==> src/rtl/tx_tune_lease_watchdog_macros.svh <==
// Assertion macros used by the transmit-tune lease watchdog RTL.
`ifndef TX_TUNE_LEASE_WATCHDOG_MACROS_SVH
`define TX_TUNE_LEASE_WATCHDOG_MACROS_SVH

// Check a consequence in the same cycle as its cause.
`define TTLW_ASSERT_SAME(label, ante, cons) \
    label: assert property (@(posedge clk) disable iff (!rst_n) (ante) |-> (cons)) \
        else $error("tx tune lease watchdog: same-cycle check failed");

// Check a consequence in the cycle after its cause.
`define TTLW_ASSERT_NEXT(label, ante, cons) \
    label: assert property (@(posedge clk) disable iff (!rst_n) (ante) |=> (cons)) \
        else $error("tx tune lease watchdog: next-cycle check failed");

`endif

==> src/rtl/ttlw_pkg.sv <==
// Package for the transmit-tune lease watchdog: codes, item types, reset values.
`default_nettype none

package ttlw_pkg;

    // Parameter defaults
    localparam int TIME_WIDTH_DEF  = 32;
    localparam int COUNT_WIDTH_DEF = 32;

    // Register reset values
    localparam logic [31:0] LEASE_TIMEOUT_RST = 32'd1000;
    localparam logic [31:0] HARD_LIMIT_RST    = 32'd10000;

    // Configuration register indexes
    localparam logic [1:0] CFG_ENABLED       = 2'd0;
    localparam logic [1:0] CFG_LEASE_TIMEOUT = 2'd1;
    localparam logic [1:0] CFG_HARD_LIMIT    = 2'd2;

    // Request codes
    localparam logic [2:0] REQ_START     = 3'd0;
    localparam logic [2:0] REQ_KEEPALIVE = 3'd1;
    localparam logic [2:0] REQ_STOP      = 3'd2;
    localparam logic [2:0] REQ_TICK      = 3'd3;
    localparam logic [2:0] REQ_RECONCILE = 3'd4;
    localparam logic [2:0] REQ_SHUTDOWN  = 3'd5;

    // Arbiter grant answers
    localparam logic [1:0] GRANT_OK   = 2'd0;
    localparam logic [1:0] GRANT_BUSY = 2'd1;

    typedef enum logic [2:0] {
        ST_OK       = 3'd0,
        ST_DISABLED = 3'd1,
        ST_BUSY     = 3'd2,
        ST_INVALID  = 3'd3,
        ST_EXPIRED  = 3'd4,
        ST_HARDLIM  = 3'd5,
        ST_HWERR    = 3'd6
    } status_t;

    typedef struct packed {
        logic [2:0]  req_type;
        logic [31:0] now_ms;
        logic [31:0] lease_token;
        logic [1:0]  grant_status;
        logic        arbiter_cleanup_failed;
        logic        release_ok;
        logic        owner_is_tune;
        logic        watchdog_caused;
    } ttlw_req_t;

    typedef struct packed {
        status_t     status;
        logic        request_issued;
        logic        release_issued;
        logic        session_active;
        logic [31:0] starts_count;
        logic [31:0] stops_count;
        logic [31:0] watchdog_stops_count;
        logic [31:0] rejected_count;
        logic [31:0] cleanup_failures_count;
    } ttlw_rsp_t;

endpackage

`default_nettype wire

==> src/rtl/tx_tune_lease_watchdog.sv <==
// Top level of the transmit-tune lease watchdog session controller.
`default_nettype none

// Lease-guarded transmit-tune session controller. Each request item (start,
// keepalive, stop, tick, reconcile, shutdown) carries the time in ms, a lease
// token and the arbiter's answers; the block keeps one session, ends it on the
// hard limit or lease timeout (wrapping subtraction at TIME_WIDTH bits), and
// returns one result item per request with the status, the arbiter actions,
// the session flag and five wrapping event counters (COUNT_WIDTH bits, shown
// as 32 bits). Throughput is one item per clock unless the result side
// stalls; each item passes through the input register and then the result
// register, with all decisions made by the single pass of logic between
// them. The input side keeps taking items while a result waits, until both
// registers are full. Write configuration only while no item is in flight.
module tx_tune_lease_watchdog #(
    parameter int TIME_WIDTH  = ttlw_pkg::TIME_WIDTH_DEF,
    parameter int COUNT_WIDTH = ttlw_pkg::COUNT_WIDTH_DEF
) (
    input  wire logic               clk,
    input  wire logic               rst_n,
    input  wire logic               cfg_we,
    input  wire logic [1:0]         cfg_idx,
    input  wire logic [31:0]        cfg_wdata,
    input  wire logic               req_valid,
    output logic                    req_ready,
    input  wire ttlw_pkg::ttlw_req_t req,
    output logic                    rsp_valid,
    input  wire logic               rsp_ready,
    output ttlw_pkg::ttlw_rsp_t     rsp
);
    import ttlw_pkg::*;

    // Comparison width: wide enough for a time value and a 32-bit limit
    localparam int CW = (TIME_WIDTH > 32) ? TIME_WIDTH : 32;
    // Counter view width: wide enough to cut a 32-bit field from
    localparam int VW = (COUNT_WIDTH > 32) ? COUNT_WIDTH : 32;

    // Configuration registers
    logic        enabled_reg;
    logic [31:0] lease_timeout_reg;
    logic [31:0] hard_limit_reg;

    // Pipeline registers
    logic      s1_valid_reg;
    ttlw_req_t s1_item_reg;
    logic      rsp_valid_reg;
    ttlw_rsp_t rsp_item_reg;

    // Session state
    logic                  active_reg,   active_next;
    logic [31:0]           lease_reg,    lease_next;
    logic [TIME_WIDTH-1:0] start_reg,    start_next;
    logic [TIME_WIDTH-1:0] renew_reg,    renew_next;

    // Event counters
    logic [COUNT_WIDTH-1:0] start_cnt_reg,   start_cnt_next;
    logic [COUNT_WIDTH-1:0] stop_cnt_reg,    stop_cnt_next;
    logic [COUNT_WIDTH-1:0] wd_cnt_reg,      wd_cnt_next;
    logic [COUNT_WIDTH-1:0] reject_cnt_reg,  reject_cnt_next;
    logic [COUNT_WIDTH-1:0] cleanup_cnt_reg, cleanup_cnt_next;

    // Handshake
    logic rsp_load;
    logic s1_fire;
    logic req_fire;

    // Decision logic
    logic [CW-1:0]         now_ext;
    logic [TIME_WIDTH-1:0] now_t;
    logic [TIME_WIDTH-1:0] el_start;
    logic [TIME_WIDTH-1:0] el_renew;
    status_t               wd_why;
    status_t               end_why;
    status_t               status_c;
    logic                  do_end;
    logic                  quiet_end;
    logic                  clear_sess;
    logic                  req_iss;
    logic                  rel_iss;
    logic                  inc_start, inc_stop, inc_wd, inc_rej, inc_clean;
    ttlw_rsp_t             rsp_next;

    // Widen a counter, then take its low 32 bits for the result field
    function automatic logic [31:0] cnt_view(input logic [COUNT_WIDTH-1:0] c);
        logic [VW-1:0] e;
        e = VW'(c);
        return e[31:0];
    endfunction

    // Result register frees when empty or when its item is taken
    assign rsp_load  = !rsp_valid_reg || rsp_ready;
    assign s1_fire   = s1_valid_reg && rsp_load;
    assign req_ready = !s1_valid_reg || rsp_load;
    assign req_fire  = req_valid && req_ready;

    assign rsp_valid = rsp_valid_reg;
    assign rsp       = rsp_item_reg;

    // Bring the time into the watchdog's modulus
    assign now_ext  = CW'(s1_item_reg.now_ms);
    assign now_t    = now_ext[TIME_WIDTH-1:0];
    assign el_start = now_t - start_reg;
    assign el_renew = now_t - renew_reg;

    // Watchdog: hard limit wins over lease expiry
    always_comb
    begin
        if (CW'(el_start) >= CW'(hard_limit_reg)) begin
            wd_why = ST_HARDLIM;
        end else if (CW'(el_renew) >= CW'(lease_timeout_reg)) begin
            wd_why = ST_EXPIRED;
        end else begin
            wd_why = ST_OK;
        end
    end

    // Request decode and session update, one item per pass
    always_comb
    begin
        status_c   = ST_OK;
        req_iss    = 1'b0;
        rel_iss    = 1'b0;
        do_end     = 1'b0;
        quiet_end  = 1'b0;
        end_why    = ST_OK;
        clear_sess = 1'b0;
        inc_start  = 1'b0;
        inc_stop   = 1'b0;
        inc_wd     = 1'b0;
        inc_rej    = 1'b0;
        inc_clean  = 1'b0;
        active_next = active_reg;
        lease_next  = lease_reg;
        start_next  = start_reg;
        renew_next  = renew_reg;

        unique case (s1_item_reg.req_type) inside
            REQ_START:
            begin
                if (!enabled_reg) begin
                    status_c = ST_DISABLED;
                end else if (active_reg) begin
                    inc_rej  = 1'b1;
                    status_c = ST_BUSY;
                end else if (s1_item_reg.lease_token == '0) begin
                    status_c = ST_INVALID;
                end else begin
                    req_iss = 1'b1;
                    if (s1_item_reg.grant_status != GRANT_OK) begin
                        inc_clean = s1_item_reg.arbiter_cleanup_failed;
                        status_c  = (s1_item_reg.grant_status == GRANT_BUSY) ?
                                    ST_BUSY : ST_HWERR;
                    end else begin
                        active_next = 1'b1;
                        lease_next  = s1_item_reg.lease_token;
                        start_next  = now_t;
                        renew_next  = now_t;
                        inc_start   = 1'b1;
                    end
                end
            end
            REQ_KEEPALIVE, REQ_STOP:
            begin
                if (!enabled_reg) begin
                    status_c = ST_DISABLED;
                end else if (!active_reg || s1_item_reg.lease_token == '0 ||
                             s1_item_reg.lease_token != lease_reg) begin
                    inc_rej  = 1'b1;
                    status_c = ST_INVALID;
                end else if (s1_item_reg.req_type == REQ_STOP) begin
                    do_end = 1'b1;
                end else if (wd_why != ST_OK) begin
                    do_end  = 1'b1;
                    end_why = wd_why;
                end else begin
                    renew_next = now_t;
                end
            end
            REQ_TICK:
            begin
                if (!enabled_reg) begin
                    status_c = ST_DISABLED;
                end else if (active_reg && wd_why != ST_OK) begin
                    do_end  = 1'b1;
                    end_why = wd_why;
                end
            end
            REQ_RECONCILE:
            begin
                if (active_reg && !s1_item_reg.owner_is_tune) begin
                    clear_sess = 1'b1;
                    inc_stop   = 1'b1;
                    inc_wd     = s1_item_reg.watchdog_caused;
                end
            end
            REQ_SHUTDOWN:
            begin
                if (active_reg) begin
                    do_end    = 1'b1;
                    quiet_end = 1'b1;
                end
            end
            default:
            begin
                // Unused codes: leave everything as it is
            end
        endcase

        // Ending a session releases ownership through the arbiter
        if (do_end) begin
            rel_iss    = 1'b1;
            clear_sess = 1'b1;
            inc_stop   = 1'b1;
            inc_wd     = (end_why == ST_EXPIRED) || (end_why == ST_HARDLIM);
            inc_clean  = !s1_item_reg.release_ok;
            if (!quiet_end) begin
                status_c = s1_item_reg.release_ok ? end_why : ST_HWERR;
            end
        end

        if (clear_sess) begin
            active_next = 1'b0;
            lease_next  = '0;
            start_next  = '0;
            renew_next  = '0;
        end
    end

    assign start_cnt_next   = start_cnt_reg   + COUNT_WIDTH'(inc_start);
    assign stop_cnt_next    = stop_cnt_reg    + COUNT_WIDTH'(inc_stop);
    assign wd_cnt_next      = wd_cnt_reg      + COUNT_WIDTH'(inc_wd);
    assign reject_cnt_next  = reject_cnt_reg  + COUNT_WIDTH'(inc_rej);
    assign cleanup_cnt_next = cleanup_cnt_reg + COUNT_WIDTH'(inc_clean);

    // Assemble the result from the values after this item
    always_comb
    begin
        rsp_next.status                 = status_c;
        rsp_next.request_issued         = req_iss;
        rsp_next.release_issued         = rel_iss;
        rsp_next.session_active         = active_next;
        rsp_next.starts_count           = cnt_view(start_cnt_next);
        rsp_next.stops_count            = cnt_view(stop_cnt_next);
        rsp_next.watchdog_stops_count   = cnt_view(wd_cnt_next);
        rsp_next.rejected_count         = cnt_view(reject_cnt_next);
        rsp_next.cleanup_failures_count = cnt_view(cleanup_cnt_next);
    end

    // Configuration writes; indexes beyond the list are dropped
    always_ff @(posedge clk or negedge rst_n)
    begin
        if (!rst_n) begin
            enabled_reg       <= 1'b0;
            lease_timeout_reg <= LEASE_TIMEOUT_RST;
            hard_limit_reg    <= HARD_LIMIT_RST;
        end else if (cfg_we) begin
            unique case (cfg_idx)
                CFG_ENABLED:       enabled_reg       <= cfg_wdata[0];
                CFG_LEASE_TIMEOUT: lease_timeout_reg <= cfg_wdata;
                CFG_HARD_LIMIT:    hard_limit_reg    <= cfg_wdata;
                default:
                begin
                end
            endcase
        end
    end

    // Control: pipeline valids, session state and counters
    always_ff @(posedge clk or negedge rst_n)
    begin
        if (!rst_n) begin
            s1_valid_reg    <= 1'b0;
            rsp_valid_reg   <= 1'b0;
            active_reg      <= 1'b0;
            lease_reg       <= '0;
            start_reg       <= '0;
            renew_reg       <= '0;
            start_cnt_reg   <= '0;
            stop_cnt_reg    <= '0;
            wd_cnt_reg      <= '0;
            reject_cnt_reg  <= '0;
            cleanup_cnt_reg <= '0;
        end else begin
            if (req_fire) begin
                s1_valid_reg <= 1'b1;
            end else if (s1_fire) begin
                s1_valid_reg <= 1'b0;
            end
            if (rsp_load) begin
                rsp_valid_reg <= s1_valid_reg;
            end
            if (s1_fire) begin
                active_reg      <= active_next;
                lease_reg       <= lease_next;
                start_reg       <= start_next;
                renew_reg       <= renew_next;
                start_cnt_reg   <= start_cnt_next;
                stop_cnt_reg    <= stop_cnt_next;
                wd_cnt_reg      <= wd_cnt_next;
                reject_cnt_reg  <= reject_cnt_next;
                cleanup_cnt_reg <= cleanup_cnt_next;
            end
        end
    end

    // Payload: hold the input item and the result until they move on
    always_ff @(posedge clk)
    begin
        if (req_fire) begin
            s1_item_reg <= req;
        end
        if (s1_fire) begin
            rsp_item_reg <= rsp_next;
        end
    end

`include "tx_tune_lease_watchdog_macros.svh"

    // A release always leaves the session closed
    `TTLW_ASSERT_SAME(a_release_closes, rsp_valid && rsp.release_issued, !rsp.session_active)
    // The start counter moves only with an issued request
    `TTLW_ASSERT_NEXT(a_start_cnt_hold, !(s1_fire && req_iss), $stable(start_cnt_reg))
    // A processed release clears the session state
    `TTLW_ASSERT_NEXT(a_release_clears, s1_fire && rel_iss, !active_reg && lease_reg == '0)

endmodule

`default_nettype wire
==> config.mk <==
export PLATFORM = sky130hd
export DESIGN_NAME = tx_tune_lease_watchdog
export DESIGN_NICKNAME = d
export VERILOG_FILES = /design/src/rtl/ttlw_pkg.sv /design/src/rtl/tx_tune_lease_watchdog.sv
export VERILOG_INCLUDE_DIRS = /design/src /design/src/rtl
export SDC_FILE = /design/constraint.sdc
export NUM_CORES = 1
export LEC_CHECK = 0
export BUFFER_PORTS_ARGS = -buffer_cell sky130_fd_sc_hd__buf_2
export CAP_MARGIN = 5
export CELL_PAD_IN_SITES_DETAIL_PLACEMENT = 1
export CELL_PAD_IN_SITES_GLOBAL_PLACEMENT = 1
export CORE_MARGIN = 4
export CORE_UTILIZATION = 40
export DETAILED_ROUTE_END_ITERATION = 7
export PLACE_DENSITY_LB_ADDON = 0.1
export SKIP_CTS_REPAIR_TIMING = 1
export SLEW_MARGIN = 20
export SYNTH_ARGS = -nofsm -noshare
export SYNTH_HDL_FRONTEND = slang
export SYNTH_SLANG_ARGS = --single-unit
==> constraint.sdc <==
create_clock -name clk -period 8.92 [get_ports clk]
set_input_delay 0.892 -clock clk [delete_from_list [all_inputs] [get_ports clk]]
set_output_delay 0.892 -clock clk [all_outputs]
set_load 0.005 [all_outputs]
==> impl_metrics.toml <==
[cts]
cts_tree = "done"
numCtsBuffers = 66
clk_path_buf_depth = 3
path_clk_slew_ns = 0.06
cts_num_sinks = 563
cts_max_level = 3
clk_latency_ns = 0.60
cts_root_buf = "clkbuf_16"

[route]
via_count = 18200
drt_iter0_drc = 927
viasPerCell = 5.15
drt_drc_violations_left = 0
postRouteAntennaNets = 0
routed_wl_um = 69200
wl_per_cell_um = 19.6
drtPass1Iterations = 5

[critical_path]
worstSetupEndpointType = "register"
path_class = "register to register"
rr_worst_depth = 33
r2r-end = "stop_cnt_reg[31]$_DFFE_PN0P_"
cp.required_ns = 9.38
r2r_slack_ns = 0.81
cp_max_fo = 7
r2r_start = "now_ext[0]$_DFFE_PP_"
max_stage_delay_ns = 0.52
start_kind = "register"
critPathSlowestCell = "o311ai_1"
cp_data_arrival_time_ns = 8.57
startpoint = "now_ext[0]$_DFFE_PP_"

[run_status]
status = "finished clean"

[placed_design]
place_hpwl_um = 48900
dpl-instance-area_um2 = 29800
io_buffers = 279
dpl_worst_slack_ns = 0.848
place_congestion = 0.833

[layout]
insertedDiodeCount = 0
drive_above_1_share_pct = 19.2
largest_reg_flops = 166
syn2layout_area_growth_pct = 16.5
fill_cells = 7230
finalInstanceArea_um2 = 32000
nets = 2854

[floorplanning]
die_x_um = 270
row_count = 95
initial_core_util_pct = 40.6
ios = 280
die_area_um2 = 72900
fp.coreArea_um2 = 67600
die_h_um = 270

[timing]
fmax_ghz = 0.123
finalSetupViolations = 0
min_period_ns = 8.11
setup_slack_ns = 0.815
period_share_pct = 90.9
worst_slew_pin_slew_ns = 1.07
finalHoldViolations = 0
fin_skew_ns = 0.0265
drv_slew = 0
relSlewSlack_pct = 29.0
rsz0062_at_grt = "no"
fin_tns_setup_ns = 0

[synthesis]
syn-instance-count = 2305
synth_ff_type = "dfrtp_1"
ys.warnings.count = 0
synth_top_cell_by_area = "dfrtp_1"
ys_types = 72
postSynth.asyncResetShare_pct = 57.5
synth-seq-cells = 563
yosys-top-cells-area = "dfrtp_1, edfxtp_1, xnor2_1"
syn-num-nets = 2555
synth_common_cells = "dfrtp_1, xnor2_1, edfxtp_1, nand2_1"
syn_area_per_cell_um2 = 11.9
yosysTopAreaCellShare_pct = 28.5
synth-seq-area-share_pct = 55.7
synth_edf_count = 239
synth.most_common_cell = "dfrtp_1"
syn_area_um2 = 27500

[global_route]
grt_max_degree = 179
grt_pass1_wl_um = 111000
grt_usage_pct = 18.9
grt-ovfl-total = 0
grt_pass1_vias = 19600
antenna_found_initial = 2

[hold_path]
hold_class = "input port to async pin"

[flow_run]
cap_viol_max_count = 0

[pwr]
p_leak_nw = 14.6
irDropWorstVdd_v = 0.000131
p_per_area_nw_per_um2 = 224
[per-layer routing]
layer  part of all wire, %  routed length [um]  global-route usage (%)  vias up
met5                     0                   0                       0        -
li1                      -                   -                       -     8693
met3                   3.5                2440                    3.14      103
met4                   2.7                1890                    5.24        0
met1                    45               31400                    25.0     9073
met2                    48               33500                    32.3      318
[critical path: cells and delay by family (launching register included)]
kind | cells | cell delay (ns)
simple gates | 14 | 3.20
fa+ha+maj | 4 | 1.08
buf+inv | 2 | 0.16
flops | 1 | 0.43
compound gates | 11 | 2.87
xor+xnor | 2 | 0.24
[report_power, final]
group	leakage (nW)	total [W]	internal [W]	switching, W
logic	6.78	0.00138	0.000610	0.000773
clock network	1.09	0.00269	0.00162	0.00107
registers	6.69	0.00309	0.00295	0.000142
total	14.6	0.00717	0.00518	0.00199
[placed cells by master, fill, tap and decap left out, types with 6 or more instances in the layout]
| master | count |
|---|---|
| clkbuf_1 | 13 |
| buf_2 | 278 |
| clkinv_2 | 21 |
| dfrtp_1 | 313 |
| nand2b_1 | 15 |
| nor2b_1 | 12 |
| or2_2 | 6 |
| nand2_1 | 181 |
| or3_1 | 10 |
| a21o_1 | 48 |
| nor4_1 | 10 |
| o21bai_1 | 15 |
| nand4_1 | 42 |
| dfstp_2 | 11 |
| and3_1 | 44 |
| and4_1 | 10 |
| o21a_1 | 12 |
| nor2_1 | 140 |
| xnor2_1 | 240 |
| mux2_2 | 65 |
| a21oi_1 | 59 |
| and2_1 | 12 |
| ha_1 | 136 |
| a22o_1 | 97 |
| xor2_1 | 148 |
| clkbuf_8 | 6 |
| clkbuf_16 | 71 |
| o21ai_0 | 30 |
| nor3_1 | 22 |
| buf_4 | 10 |
| a31oi_1 | 8 |
| inv_1 | 147 |
| a221oi_1 | 6 |
| nand3_1 | 88 |
| edfxtp_1 | 239 |
[metrics by stage]
| step | total power [W] | instances | hold slack [ns] | util [%] |
|---|---|---|---|---|
| 2_1_floorplan | 0.00406 | 2305 | 0.452 | - |
| 3_3_place_gp | 0.00449 | 3409 | 0.464 | 44.1 |
| 3_5_place_dp | 0.00454 | 3409 | 0.474 | 44.1 |
| 4_1_cts | 0.00729 | 3529 | 0.174 | 47.3 |
| 5_1_grt | 0.00758 | 3529 | 0.187 | 47.3 |
| 6_report | 0.00717 | 3529 | 0.191 | 47.3 |
[area by class of cell]
cell class / count / area (um2) / area share (%)
Inverter: 148 / 563 / 1.76
Timing Repair Buffer: 291 / 1520 / 4.76
Multi-Input combinational cell: 1534 / 11400 / 35.5
Tap cell: 873 / 1090 / 3.41
Clock buffer: 90 / 1910 / 5.96
Sequential cell: 563 / 15300 / 47.8
Clock inverter: 30 / 262 / 0.817
[kinds of logic after synthesis]
group                    synth area share, %
AND/OR/NAND/NOR                         11.2
multiplexers                            2.70
buffers and inverters                   3.04
adder cells (fa/ha/maj)                 6.34
XOR/XNOR                                12.4
AO/OA/AOI/OAI                           8.69
flip-flops                              55.7
[worst max path at each step]
stage	slack, ns	end	cells after the start
floorplan	1.80	rsp[0]$_DFFE_PP_	6
global placement	1.01	stop_cnt_reg[31]$_DFFE_PN0P_	31
detailed placement	0.85	stop_cnt_reg[31]$_DFFE_PN0P_	31
CTS	0.79	stop_cnt_reg[31]$_DFFE_PN0P_	31
global route	0.16	stop_cnt_reg[31]$_DFFE_PN0P_	33
finish	0.81	stop_cnt_reg[31]$_DFFE_PN0P_	33
(Power assumes the default switching activity.)
